File: src/design/bts_pkg.sv
// Shared types, widths, register codes and reset values of the tone sequencer.
package bts_pkg;

    localparam int MAX_STEPS    = 8;
    localparam int NUM_PATTERNS = 5;

    typedef logic [7:0]  tick_t;
    typedef logic [15:0] period_t;
    typedef logic [14:0] high_time_t;
    typedef logic [19:0] pattern_t;
    typedef logic [19:0] cfg_data_t;
    typedef logic [2:0]  pattern_sel_t;
    typedef logic [3:0]  step_idx_t;
    typedef logic [1:0]  step_val_t;

    typedef enum logic [2:0] {
        REG_TICK_DIVIDE   = 3'd0,
        REG_BASE_PERIOD   = 3'd1,
        REG_STEP_SCALE    = 3'd2,
        REG_PATTERN_ZERO  = 3'd3,
        REG_PATTERN_ONE   = 3'd4,
        REG_PATTERN_TWO   = 3'd5,
        REG_PATTERN_THREE = 3'd6,
        REG_PATTERN_FOUR  = 3'd7
    } cfg_index_t;

    typedef enum logic {
        OP_TICK  = 1'b0,
        OP_START = 1'b1
    } op_t;

    localparam tick_t    TICK_DIVIDE_RESET   = 8'd100;
    localparam period_t  BASE_PERIOD_RESET   = 16'h03FF;
    localparam period_t  STEP_SCALE_RESET    = 16'd200;
    localparam pattern_t PATTERN_ZERO_RESET  = 20'd435;
    localparam pattern_t PATTERN_ONE_RESET   = 20'd4373;
    localparam pattern_t PATTERN_TWO_RESET   = 20'd69975;
    localparam pattern_t PATTERN_THREE_RESET = 20'd275;
    localparam pattern_t PATTERN_FOUR_RESET  = 20'd145;

endpackage

File: src/design/bts_if.sv
// Handshake channel interfaces for commands, results and register writes.
interface bts_cmd_if;
    import bts_pkg::*;
    logic         valid;
    logic         ready;
    op_t          op;
    pattern_sel_t pattern_sel;

    modport source (output valid, output op, output pattern_sel, input ready);
    modport sink   (input valid, input op, input pattern_sel, output ready);
endinterface

interface bts_res_if;
    import bts_pkg::*;
    logic       valid;
    logic       ready;
    period_t    pwm_period;
    high_time_t pwm_high_time;
    logic       pwm_running;
    logic       step_loaded;
    logic       finished;

    modport source (output valid, output pwm_period, output pwm_high_time,
                    output pwm_running, output step_loaded, output finished,
                    input ready);
    modport sink   (input valid, input pwm_period, input pwm_high_time,
                    input pwm_running, input step_loaded, input finished,
                    output ready);
endinterface

interface bts_cfg_if;
    import bts_pkg::*;
    logic       valid;
    logic       ready;
    cfg_index_t index;
    cfg_data_t  data;

    modport source (output valid, output index, output data, input ready);
    modport sink   (input valid, input index, input data, output ready);
endinterface

File: src/design/beep_tone_sequencer_unit.sv
// Buzzer tone sequencer: five stored patterns played as PWM period and high time.
//
// The block plays one of five stored tone patterns on a buzzer PWM. A start
// beat on cmd selects a pattern and loads its first tone step straight away;
// each tick beat then advances a counter, and after tick_divide ticks the next
// step is loaded. Every command beat yields exactly one result beat on res,
// which shows the PWM period and high time after that command, whether the
// PWM is running, whether a step was loaded and whether the pattern ended.
// A beat accepted at a clock edge is held in the command register, its
// effect on the step state is worked out combinationally from there, and
// its result is presented from the result register. One beat per cycle is
// sustained while res takes each result: the step state update is a single
// short pass (a 16 by 2 bit multiply-add with saturation) between the
// command register and the result register. A full result register that is
// not being taken stalls the command register, and cmd.ready drops only then.
// Register writes on cfg are always taken in the cycle they are offered and
// must only be made while no command is in flight.
module beep_tone_sequencer_unit
(
    input  logic             clk,
    input  logic             rst_n,
    bts_cmd_if.sink          cmd,
    bts_res_if.source        res,
    bts_cfg_if.sink          cfg
);
    import bts_pkg::*;

    // Configuration registers
    tick_t    tick_divide_reg;
    period_t  base_period_reg;
    period_t  step_scale_reg;
    pattern_t pattern_zero_reg;
    pattern_t pattern_one_reg;
    pattern_t pattern_two_reg;
    pattern_t pattern_three_reg;
    pattern_t pattern_four_reg;

    // Sequencer state
    logic         active_reg,          active_next;
    step_idx_t    step_index_reg,      step_index_next;
    tick_t        tick_count_reg,      tick_count_next;
    pattern_sel_t current_pattern_reg, current_pattern_next;
    period_t      period_reg,          period_next;
    high_time_t   high_time_reg,       high_time_next;

    // Command register and result register
    logic         cmd_valid_reg;
    op_t          cmd_op_reg;
    pattern_sel_t cmd_sel_reg;
    logic         res_valid_reg;
    period_t      res_period_reg;
    high_time_t   res_high_time_reg;
    logic         res_running_reg;
    logic         res_loaded_reg;
    logic         res_finished_reg;

    logic         advance;
    logic         loaded_next;
    logic         finished_next;

    // Step computation
    pattern_t     word_sel;
    pattern_t     word_cur;
    pattern_t     step_word;
    logic [2:0]   step_pos;
    logic [4:0]   step_shamt;
    step_val_t    step_val;
    logic [17:0]  step_product;
    logic [17:0]  step_sum;
    period_t      step_period;
    tick_t        tick_inc;

    function automatic pattern_t pick_pattern(input pattern_sel_t sel,
                                              input pattern_t w0, input pattern_t w1,
                                              input pattern_t w2, input pattern_t w3,
                                              input pattern_t w4);
        pattern_t w;
        unique case (sel)
            3'd0:    w = w0;
            3'd1:    w = w1;
            3'd2:    w = w2;
            3'd3:    w = w3;
            3'd4:    w = w4;
            3'd5:    w = w0;
            3'd6:    w = w1;
            default: w = w2;
        endcase
        return w;
    endfunction

    function automatic step_idx_t pattern_length(input pattern_t w);
        step_idx_t len;
        len = w[3:0];
        if (len > step_idx_t'(MAX_STEPS))
        begin
            len = step_idx_t'(MAX_STEPS);
        end
        return len;
    endfunction

    // Handshake: the command register moves on when the result register is
    // empty or is being emptied in this cycle.
    assign advance   = cmd_valid_reg && (!res_valid_reg || res.ready);
    assign cmd.ready = !cmd_valid_reg || advance;
    assign cfg.ready = 1'b1;

    assign res.valid         = res_valid_reg;
    assign res.pwm_period    = res_period_reg;
    assign res.pwm_high_time = res_high_time_reg;
    assign res.pwm_running   = res_running_reg;
    assign res.step_loaded   = res_loaded_reg;
    assign res.finished      = res_finished_reg;

    // A start reads step 0 of the selected pattern, a tick reads the step at
    // the current index of the pattern in play.
    assign word_sel = pick_pattern(cmd_sel_reg, pattern_zero_reg, pattern_one_reg,
                                   pattern_two_reg, pattern_three_reg, pattern_four_reg);
    assign word_cur = pick_pattern(current_pattern_reg, pattern_zero_reg,
                                   pattern_one_reg, pattern_two_reg,
                                   pattern_three_reg, pattern_four_reg);

    assign step_word    = (cmd_op_reg == OP_START) ? word_sel : word_cur;
    assign step_pos     = (cmd_op_reg == OP_START) ? 3'd0 : step_index_reg[2:0];
    assign step_shamt   = 5'd4 + {1'b0, step_pos, 1'b0};
    assign step_val     = step_word[step_shamt +: 2];
    assign step_product = 18'(step_scale_reg) * 18'(step_val);
    assign step_sum     = 18'(base_period_reg) + step_product;
    assign tick_inc     = tick_count_reg + 8'd1;

    // A silent step has period zero; otherwise the sum saturates at 16 bits.
    always_comb
    begin
        if (step_val == 2'd0)
        begin
            step_period = '0;
        end
        else if (step_sum[17:16] != 2'b00)
        begin
            step_period = '1;
        end
        else
        begin
            step_period = step_sum[15:0];
        end
    end

    always_comb
    begin
        active_next          = active_reg;
        step_index_next      = step_index_reg;
        tick_count_next      = tick_count_reg;
        current_pattern_next = current_pattern_reg;
        period_next          = period_reg;
        high_time_next       = high_time_reg;
        loaded_next          = 1'b0;
        finished_next        = 1'b0;

        if (cmd_op_reg == OP_START)
        begin
            // Selectors beyond the stored patterns are ignored.
            if (cmd_sel_reg < pattern_sel_t'(NUM_PATTERNS))
            begin
                current_pattern_next = cmd_sel_reg;
                tick_count_next      = '0;
                if (pattern_length(word_sel) == '0)
                begin
                    // An empty pattern leaves the PWM off and ends at once.
                    active_next     = 1'b0;
                    step_index_next = '0;
                    finished_next   = 1'b1;
                end
                else
                begin
                    period_next     = step_period;
                    high_time_next  = step_period[15:1];
                    step_index_next = step_idx_t'(1);
                    active_next     = 1'b1;
                    loaded_next     = 1'b1;
                end
            end
        end
        else if (active_reg)
        begin
            // A tick divide of zero lets the counter wrap: 256 ticks a step.
            if (tick_inc == tick_divide_reg)
            begin
                tick_count_next = '0;
                if (step_index_reg >= pattern_length(word_cur))
                begin
                    active_next   = 1'b0;
                    finished_next = 1'b1;
                end
                else
                begin
                    period_next     = step_period;
                    high_time_next  = step_period[15:1];
                    step_index_next = step_index_reg + step_idx_t'(1);
                    loaded_next     = 1'b1;
                end
            end
            else
            begin
                tick_count_next = tick_inc;
            end
        end
    end

    // Configuration registers
    always_ff @(posedge clk or negedge rst_n)
    begin
        if (!rst_n)
        begin
            tick_divide_reg   <= TICK_DIVIDE_RESET;
            base_period_reg   <= BASE_PERIOD_RESET;
            step_scale_reg    <= STEP_SCALE_RESET;
            pattern_zero_reg  <= PATTERN_ZERO_RESET;
            pattern_one_reg   <= PATTERN_ONE_RESET;
            pattern_two_reg   <= PATTERN_TWO_RESET;
            pattern_three_reg <= PATTERN_THREE_RESET;
            pattern_four_reg  <= PATTERN_FOUR_RESET;
        end
        else if (cfg.valid)
        begin
            unique case (cfg.index)
                REG_TICK_DIVIDE:   tick_divide_reg   <= cfg.data[7:0];
                REG_BASE_PERIOD:   base_period_reg   <= cfg.data[15:0];
                REG_STEP_SCALE:    step_scale_reg    <= cfg.data[15:0];
                REG_PATTERN_ZERO:  pattern_zero_reg  <= cfg.data;
                REG_PATTERN_ONE:   pattern_one_reg   <= cfg.data;
                REG_PATTERN_TWO:   pattern_two_reg   <= cfg.data;
                REG_PATTERN_THREE: pattern_three_reg <= cfg.data;
                REG_PATTERN_FOUR:  pattern_four_reg  <= cfg.data;
                default:           tick_divide_reg   <= tick_divide_reg;
            endcase
        end
    end

    // Control state, including the sequencer state and the valid flags.
    always_ff @(posedge clk or negedge rst_n)
    begin
        if (!rst_n)
        begin
            cmd_valid_reg       <= 1'b0;
            res_valid_reg       <= 1'b0;
            active_reg          <= 1'b0;
            step_index_reg      <= '0;
            tick_count_reg      <= '0;
            current_pattern_reg <= '0;
            period_reg          <= '0;
            high_time_reg       <= '0;
        end
        else
        begin
            if (cmd.ready)
            begin
                cmd_valid_reg <= cmd.valid;
            end
            if (advance)
            begin
                res_valid_reg       <= 1'b1;
                active_reg          <= active_next;
                step_index_reg      <= step_index_next;
                tick_count_reg      <= tick_count_next;
                current_pattern_reg <= current_pattern_next;
                period_reg          <= period_next;
                high_time_reg       <= high_time_next;
            end
            else if (res.ready)
            begin
                res_valid_reg <= 1'b0;
            end
        end
    end

    // Payload registers
    always_ff @(posedge clk)
    begin
        if (cmd.valid && cmd.ready)
        begin
            cmd_op_reg  <= cmd.op;
            cmd_sel_reg <= cmd.pattern_sel;
        end
        if (advance)
        begin
            res_period_reg    <= period_next;
            res_high_time_reg <= high_time_next;
            res_running_reg   <= active_next;
            res_loaded_reg    <= loaded_next;
            res_finished_reg  <= finished_next;
        end
    end

`ifndef ASSERT_OFF
    // A result never both loads a step and ends the pattern.
    assert property (@(posedge clk) disable iff (!rst_n)
        res_valid_reg |-> !(res_loaded_reg && res_finished_reg))
        else $error("result reports a loaded step and a finished pattern");

    // The end of a pattern always stops the PWM.
    assert property (@(posedge clk) disable iff (!rst_n)
        res_valid_reg && res_finished_reg |-> !res_running_reg)
        else $error("finished pattern left the PWM running");

    // The reported high time is always half the reported period.
    assert property (@(posedge clk) disable iff (!rst_n)
        res_valid_reg |-> (res_high_time_reg == res_period_reg[15:1]))
        else $error("high time is not half the period");

    // While playing, at least one step has been loaded and no more than the maximum.
    assert property (@(posedge clk) disable iff (!rst_n)
        active_reg |-> (step_index_reg != '0) &&
                       (step_index_reg <= step_idx_t'(MAX_STEPS)))
        else $error("step index out of range while playing");
`endif

endmodule
File: src/flat_wrapper.sv
// flat-port wrapper written by rule: the top's interface ports become plain ports
module beep_tone_sequencer_unit_flat import bts_pkg::*;
  (clk, rst_n, cmd_valid, cmd_op, cmd_pattern_sel, cmd_ready, res_valid, res_pwm_period, res_pwm_high_time, res_pwm_running, res_step_loaded, res_finished, res_ready, cfg_valid, cfg_index, cfg_data, cfg_ready);
  bts_cmd_if cmd_i ();
  bts_res_if res_i ();
  bts_cfg_if cfg_i ();
  input  logic clk;
  input  logic rst_n;
  input wire logic [$bits(cmd_i.valid)-1:0] cmd_valid;
  input wire logic [$bits(cmd_i.op)-1:0] cmd_op;
  input wire logic [$bits(cmd_i.pattern_sel)-1:0] cmd_pattern_sel;
  output wire logic [$bits(cmd_i.ready)-1:0] cmd_ready;
  output wire logic [$bits(res_i.valid)-1:0] res_valid;
  output wire logic [$bits(res_i.pwm_period)-1:0] res_pwm_period;
  output wire logic [$bits(res_i.pwm_high_time)-1:0] res_pwm_high_time;
  output wire logic [$bits(res_i.pwm_running)-1:0] res_pwm_running;
  output wire logic [$bits(res_i.step_loaded)-1:0] res_step_loaded;
  output wire logic [$bits(res_i.finished)-1:0] res_finished;
  input wire logic [$bits(res_i.ready)-1:0] res_ready;
  input wire logic [$bits(cfg_i.valid)-1:0] cfg_valid;
  input wire logic [$bits(cfg_i.index)-1:0] cfg_index;
  input wire logic [$bits(cfg_i.data)-1:0] cfg_data;
  output wire logic [$bits(cfg_i.ready)-1:0] cfg_ready;
  assign cmd_i.valid = cmd_valid;
  assign cmd_i.op = cmd_op;
  assign cmd_i.pattern_sel = cmd_pattern_sel;
  assign cmd_ready = cmd_i.ready;
  assign res_valid = res_i.valid;
  assign res_pwm_period = res_i.pwm_period;
  assign res_pwm_high_time = res_i.pwm_high_time;
  assign res_pwm_running = res_i.pwm_running;
  assign res_step_loaded = res_i.step_loaded;
  assign res_finished = res_i.finished;
  assign res_i.ready = res_ready;
  assign cfg_i.valid = cfg_valid;
  assign cfg_i.index = cfg_index;
  assign cfg_i.data = cfg_data;
  assign cfg_ready = cfg_i.ready;
  beep_tone_sequencer_unit u_core (.clk(clk), .rst_n(rst_n), .cmd(cmd_i), .res(res_i), .cfg(cfg_i));
endmodule
File: config.mk
export PLATFORM = sky130hd
export DESIGN_NAME = beep_tone_sequencer_unit_flat
export DESIGN_NICKNAME = d
export VERILOG_FILES = /design/src/design/bts_pkg.sv /design/src/design/bts_if.sv /design/src/design/beep_tone_sequencer_unit.sv /design/src/flat_wrapper.sv
export SDC_FILE = /design/constraint.sdc
export NUM_CORES = 1
export LEC_CHECK = 0
export BUFFER_PORTS_ARGS = -buffer_cell sky130_fd_sc_hd__buf_4
export CAP_MARGIN = 15
export CELL_PAD_IN_SITES_DETAIL_PLACEMENT = 0
export CELL_PAD_IN_SITES_GLOBAL_PLACEMENT = 2
export CORE_MARGIN = 2
export CORE_UTILIZATION = 35
export DETAILED_ROUTE_END_ITERATION = 16
export PLACE_DENSITY_LB_ADDON = 0.2
export REMOVE_ABC_BUFFERS = 1
export SLEW_MARGIN = 25
export SYNTH_ARGS = -nofsm -noshare
export SYNTH_HDL_FRONTEND = slang
export SYNTH_SLANG_ARGS = --single-unit
File: constraint.sdc
create_clock -name clk -period 6.3 [get_ports clk]
set_input_delay 0.315 -clock clk [delete_from_list [all_inputs] [get_ports clk]]
set_output_delay 0.315 -clock clk [all_outputs]
set_load 0.01 [all_outputs]
==> results of run 1 <==
==> through the flow <==
stage,hold WS (ns),std cells,worst slack (ns),instance area [sq um],total power [mW]
6_report,0.0349,1664,0.563,14700,6.80
4_1_cts,0.0164,1664,0.404,14700,6.88
3_3_place_gp,0.300,1604,0.431,13600,5.11
3_5_place_dp,0.306,1604,0.417,13600,5.12
2_1_floorplan,0.0194,1039,0.186,12200,4.14
5_1_grt,0.0221,1664,0.160,14700,7.31
==> cells in the final DEF, fill, tap and decap left out, types with 36 or more instances in the layout <==
cell      count
dfrtp_1     145
inv_1        56
nand2_1      73
dfstp_2      42
edfxtp_1     38
o21ai_0      56
buf_4       101
mux2_2      142
nand3_1      42
nor2_1       36
==> report_power, final <==
| group | internal, mW | switching (mW) |
|---|---|---|
| combinational | 1.18 | 1.64 |
| sequential | 1.96 | 0.299 |
| clock | 1.06 | 0.663 |
| total | 4.20 | 2.60 |
==> kinds of logic (layout without fill, tap and decap cells) <==
group,count (synthesis),after routing,share of synthesized area
flip-flops,227,227,0.472
AO/OA/AOI/OAI,271,271,0.162
AND/OR/NAND/NOR,255,255,0.106
adder cells (fa/ha/maj),39,39,0.0484
buffers and inverters,127,220,0.0458
other,1,1,0.000299
XOR/XNOR,18,18,0.0132
multiplexers,172,172,0.153
==> how the worst max path moves through the flow <==
stage | startpoint | endpoint | slack, ns | depth (start not counted)
global route | u_core.current_pattern_reg[0]$_DFFE_PN0P_ | u_core.high_time_reg[13]$_DFFE_PN0P_ | 0.16 | 18
finish | u_core.current_pattern_reg[0]$_DFFE_PN0P_ | u_core.res.pwm_high_time[1]$_DFFE_PP_ | 0.56 | 19
floorplan | u_core.current_pattern_reg[1]$_DFFE_PN0P_ | u_core.high_time_reg[10]$_DFFE_PN0P_ | 0.19 | 15
detailed placement | u_core.current_pattern_reg[0]$_DFFE_PN0P_ | u_core.res.pwm_high_time[1]$_DFFE_PP_ | 0.42 | 20
CTS | u_core.current_pattern_reg[0]$_DFFE_PN0P_ | u_core.res.pwm_high_time[1]$_DFFE_PP_ | 0.40 | 20
global placement | u_core.current_pattern_reg[0]$_DFFE_PN0P_ | u_core.high_time_reg[8]$_DFFE_PN0P_ | 0.43 | 18
==> synth_stat cells, types with 6 or more instances <==
library cell  count  area (sq um)
nand2b_1         14          87.6
nand2_1          73           274
nor2b_1          11          68.8
nand3_1          42           210
inv_1            56           210
and2_1           16           100
edfxtp_1         38          1140
fa_1             16           320
clkbuf_1         31           116
o31ai_1          31           233
a21oi_1          27           135
or3_1             7          43.8
xor2_1            7          61.3
nand4_1          10          62.6
o21a_1            9          67.6
xnor2_1          10          87.6
or4_1             6          45.0
a211oi_1          8          60.1
buf_2            21           105
o21ai_0          56           280
buf_4             9          67.6
mux2i_1          24           240
nand3b_1          7          52.6
o22ai_1          17           106
ha_1             23           288
o2bb2ai_2        10           150
dfstp_2          42          1100
nor3_1           11          55.1
nor2_1           37           139
mux2_2          142          1600
dfrtp_1         147          3680
o211ai_1         12          90.1
a21o_1            9          67.6
o2bb2ai_1        23           201
o221ai_1         14           123
==> per-layer routing <==
metal  track usage  vias up  wire, microns
met2         0.301      140          16000
met3        0.0221       41           1060
met4        0.0385        0            673
li1              -     4264              -
met5             0        -              0
met1         0.261     4547          16700
==> tightest hold or removal path, delay by kind of cell <==
family	cells	cell delay (ns)
AOI/OAI and AO/OA	1	0.06
buffers and inverters	1	0.12
and+or+nand+nor	1	0.05
==> cell type report <==
cell class,count,area (sq um),area share
well taps,461,577,0.0392
clock inverters,15,179,0.0122
flip-flops and latches,227,5930,0.403
inverters,56,210,0.0143
multi-input cells,756,6110,0.415
repair buffers,112,875,0.0595
clock buffers,37,838,0.0570
==> what timing repair did <==
action,in CTS,in global routing
hold buffers,8,0
hold endpoints to repair,52,0
endpoints found under the setup margin,0,0
==> results.toml, run 1 <==
[status]
status = "completed"

[setup_path]
crit_path_frequent_cell = "buf_4"
setup.worst_path.start_class = "flop"
worstPathMaxFanout = 22
slowest_delay_ns = 0.67
cp_cell_sequence = "buf_4 -> buf_4 -> mux2i_1 -> o211ai_1 -> a221oi_1 -> o22a_1 -> o22ai_1 -> or2_2 -> and2_1 -> fa_1 -> ha_1 -> a21o_1 -> a211o_1 -> o211a_1 -> nor4_1 -> a211oi_2 -> buf_4 -> nor2b_1 -> o2bb2ai_1"
critPathBufInv = 3
reg2reg_depth = 19
path_class = "reg -> reg"
r2r-end = "u_core.res.pwm_high_time[1]$_DFFE_PP_"
crit_family = "compound AO/OA/AOI/OAI gates"
rrSetupSlack_ns = 0.56
cp_slowest_cell = "dfrtp_2"
r2r_start = "u_core.current_pattern_reg[0]$_DFFE_PN0P_"
end_kind = "flop"
required_ns = 6.57
crit_arrival_ns = 6.01

[routing]
drt_iter0_markers = 446
wl_mm = 34.4
avgRoutedWirePerCell_microns = 20.7
via_per_inst = 5.40
ant_nets = 0
dr.pass1.iters = 5
drcViolationCount = 0
vias = 8992

[clocking]
cts_tree = "done"
htree_levels = 1
clk_pin_slew_ns = 0.06
root_buffer = "clkbuf_16"
cts_resized = 0
cts_max_path_buffers = 3
cts-buffers-inserted = 28
cts_setup_buffers = 0
insertion_delay_ns = 0.55
cts_sinks = 227

[sta]
period_needed_ns = 5.74
finalSetupTns_ns = 0
setup_viol = 0
finClkSkew_ns = 0.0109
final-hold-violation-count = 0
drv_slew = 0
fin_crit_sh = 0.911
slew_headroom = 0.366
max_freq_mhz = 174
rsz0062_at_grt = "false"
worst_pin_slew_ns = 0.950

[global_route]
grt_antenna_before_repair = 0
grt_pass1_vias = 9190
track_usage = 0.183
grt_first_pass_wirelength_mm = 54.7
grt-ovfl-total = 0
grt_max_degree = 72

[worst_hold_path]
min_to = "u_core.pattern_one_reg[10]$_DFFE_PN0P_"
hold_depth = 3
hold_start = "cfg_data[10]"
hp-class = "in -> reg"

[logic_synthesis]
synth-main-ff-cell = "dfrtp_1"
synth.cell_area_sq_um = 12600
yosysUniqueCellTypes = 82
yosys_warnings = 0
synth.avg_cell_area_sq_um = 11.3
syn_inst = 1110
synth_enable_flop_cells = 38
ys_seq_area_frac = 0.472
ys_ff_latch = 227
async_reset_ff_frac = 0.833

[cells_and_area]
area_growth_syn_to_layout_pct = 17.1
diodes = 0
nFillCells = 3478
fin_util = 0.415
layout-drive-gt1-share = 0.309
fin_nets = 1252

[floorplanning]
core-area_sq_um = 35500
initial_core_util = 0.354
dieArea_sq_um = 37400
dieWidth_microns = 193
std_cell_rows = 69
die_y_microns = 193
io_pins = 69

[power]
powerDensity_nw_per_um2 = 462
peakVddDrop_mv = 0.248
leakagePower_nw = 6.08

[placed_design]
dp_hpwl_mm = 23.9
port_buffers = 67
gp_congestion = 0.802

[flow_run]
maxCapViolCount = 0
No activity file was read; power rests on OpenSTA's default activity.
==> run 2, diff against run 1 <==
--- a/config.mk
+++ b/config.mk
@@ -10,7 +10,7 @@
 export CELL_PAD_IN_SITES_DETAIL_PLACEMENT = 0
 export CELL_PAD_IN_SITES_GLOBAL_PLACEMENT = 2
 export CORE_MARGIN = 2
-export CORE_UTILIZATION = 35
+export CORE_UTILIZATION = 42
 export DETAILED_ROUTE_END_ITERATION = 16
 export PLACE_DENSITY_LB_ADDON = 0.2
 export REMOVE_ABC_BUFFERS = 1
==> run 2 against run 1 <==
Net effect:
- critical path depth unchanged
- core utilization increased by 7.4 points
- clock skew increased by 0.0018 ns
- sequential cell count unchanged
- routed wire length decreased by 5.3%
- first-iteration DRC count increased by 31%
- via count increased by 0.14%
- worst setup slack improved by 0.040 ns
- critical path type unchanged
==> results.toml, run 2 (same netlist as run 1, synthesis figures left out) <==
[clocking]
htree_levels = 1
cts_setup_buffers = 0
cts_resized = 0
cts_sinks = 227
cts-buffers-inserted = 26
clk_pin_slew_ns = 0.06
cts_tree = "done"
cts_max_path_buffers = 3
insertion_delay_ns = 0.54
cts_hold_buf = 6
root_buffer = "clkbuf_16"

[routing]
via_per_inst = 5.67
dr.pass1.iters = 7
ant_nets = 0
avgRoutedWirePerCell_microns = 20.6
drt_iter0_markers = 585
drcViolationCount = 0
wl_mm = 32.6
vias = 9005

[setup_path]
r2r_start = "u_core.current_pattern_reg[2]$_DFFE_PN0P_"
end_kind = "flop"
path_class = "reg -> reg"
reg2reg_depth = 19
setup.worst_path.start_class = "flop"
crit_arrival_ns = 5.97
cp-endpoint = "u_core.res.pwm_period[7]$_DFFE_PP_"
worstPathMaxFanout = 21
required_ns = 6.58
r2r-end = "u_core.res.pwm_period[7]$_DFFE_PP_"
startpoint = "u_core.current_pattern_reg[2]$_DFFE_PN0P_"
rrSetupSlack_ns = 0.60

[power]
powerDensity_nw_per_um2 = 457
peakVddDrop_mv = 0.204
leakagePower_nw = 5.99

[cells_and_area]
fin_nets = 1248
multi_input_area_sq_um = 6100
most-common-layout-cells = "dfrtp_1, mux2_2, buf_4"
area_growth_syn_to_layout_pct = 15.0
regArea_sq_um = 5930
final_common_cell = "dfrtp_1"
nFillCells = 2720
diodes = 0
fin_util = 0.488
final_cell_area_sq_um = 14400
layout-drive-gt1-share = 0.301

[global_route]
grt_antenna_before_repair = 0
grt-ovfl-total = 0
grt_first_pass_wirelength_mm = 52.0
grt_pass1_vias = 9032
track_usage = 0.212
grt_max_degree = 73

[placed_design]
dpl_cell_area_sq_um = 13500
place_ws_ns = 0.670
port_buffers = 67
gp_congestion = 0.838
dp_hpwl_mm = 22.3

[sta]
finClkSkew_ns = 0.0127
max_freq_mhz = 176
layout_setup_ws_ns = 0.604
fin_crit_sh = 0.904
slew_headroom = 0.437
drv_slew = 0
worst_pin_slew_ns = 0.844
rsz0062_at_grt = "false"
fin_hold_ws_ns = 0.0299
finalSetupTns_ns = 0
period_needed_ns = 5.70
final-hold-violation-count = 0
setup_viol = 0

[floorplanning]
io_pins = 69
dieArea_sq_um = 31300
dieWidth_microns = 177
core-area_sq_um = 29600
die_y_microns = 177
std_cell_rows = 63
initial_core_util = 0.425

[status]
status = "completed"

[flow_run]
maxCapViolCount = 0

[worst_hold_path]
hp-class = "in -> reg"
-- run 2: cell types whose count changed in the layout (fill, tap and decap cells not counted), moves of 2 or more --
cell,delta
clkinvlp_4,-2
clkinv_1,+4
clkbuf_8,-2
inv_6,-2
inv_4,-2
clkbuf_16,-5
clkbuf_1,+4
dlygate4sd3_1,-2
buf_6,-2
-- run 2: how the worst min path moves through the flow --
stage / start / end / slack (ns) / cells after the start
2_1_floorplan: rst_n / u_core.active_reg$_DFFE_PN0P_ / 0.02 / 0
3_3_place_gp: rst_n / u_core.pattern_three_reg[10]$_DFFE_PN0P_ / 0.38 / 1
3_5_place_dp: rst_n / u_core.pattern_zero_reg[9]$_DFFE_PN0P_ / 0.38 / 1
4_1_cts: cfg_data[16] / u_core.pattern_one_reg[16]$_DFFE_PN0P_ / 0.02 / 3
5_1_grt: cfg_data[16] / u_core.pattern_one_reg[16]$_DFFE_PN0P_ / 0.04 / 3
6_report: cfg_data[16] / u_core.pattern_one_reg[16]$_DFFE_PN0P_ / 0.03 / 3
-- run 2: area by class of cell --
class | count | area share
repair buffers | 110 | 0.0595
flip-flops and latches | 227 | 0.410
clock buffers | 34 | 0.0485
multi-input cells | 756 | 0.422
well taps | 390 | 0.0338
inverters | 56 | 0.0146
clock inverters | 14 | 0.0107
-- run 2: worst max-delay path, stage by stage, from the launching register on --
cell       delay (ns)
dfrtp_1          0.84
nor3b_1          0.64
a221oi_1         0.20
o22a_1           0.25
o22ai_1          0.28
or2_2            0.38
nand2_1          0.14
fa_1             0.54
inv_1            0.04
ha_1             0.22
inv_1            0.08
fa_1             0.18
nand2b_1         0.15
a21oi_1          0.13
o211a_1          0.26
nor4_1           0.31
a211oi_2         0.14
buf_12           0.17
a21oi_1          0.36
o2bb2ai_1        0.09
-- run 2: where the power goes --
| part | total [mW] | internal [mW] | switching (mW) | leakage, nW |
|---|---|---|---|---|
| registers | 2.25 | 1.96 | 0.288 | 2.62 |
| clock network | 1.52 | 0.905 | 0.614 | 0.417 |
| logic | 2.84 | 1.21 | 1.63 | 2.96 |
| total | 6.60 | 4.07 | 2.53 | 5.99 |
-- run 2: per-layer routing --
metal	global-route usage	wire length [microns]	vias up
met5	0	0	-
met2	0.349	15400	180
li1	-	-	4257
met4	0.0451	435	0
met1	0.300	15500	4539
met3	0.0264	1370	29
-- run 2: stage by stage --
step	instances	power, mW
finish	1587	6.60
global route	1587	7.08
CTS	1587	6.67
detailed placement	1533	5.12
global placement	1533	5.10
floorplan	1039	4.14
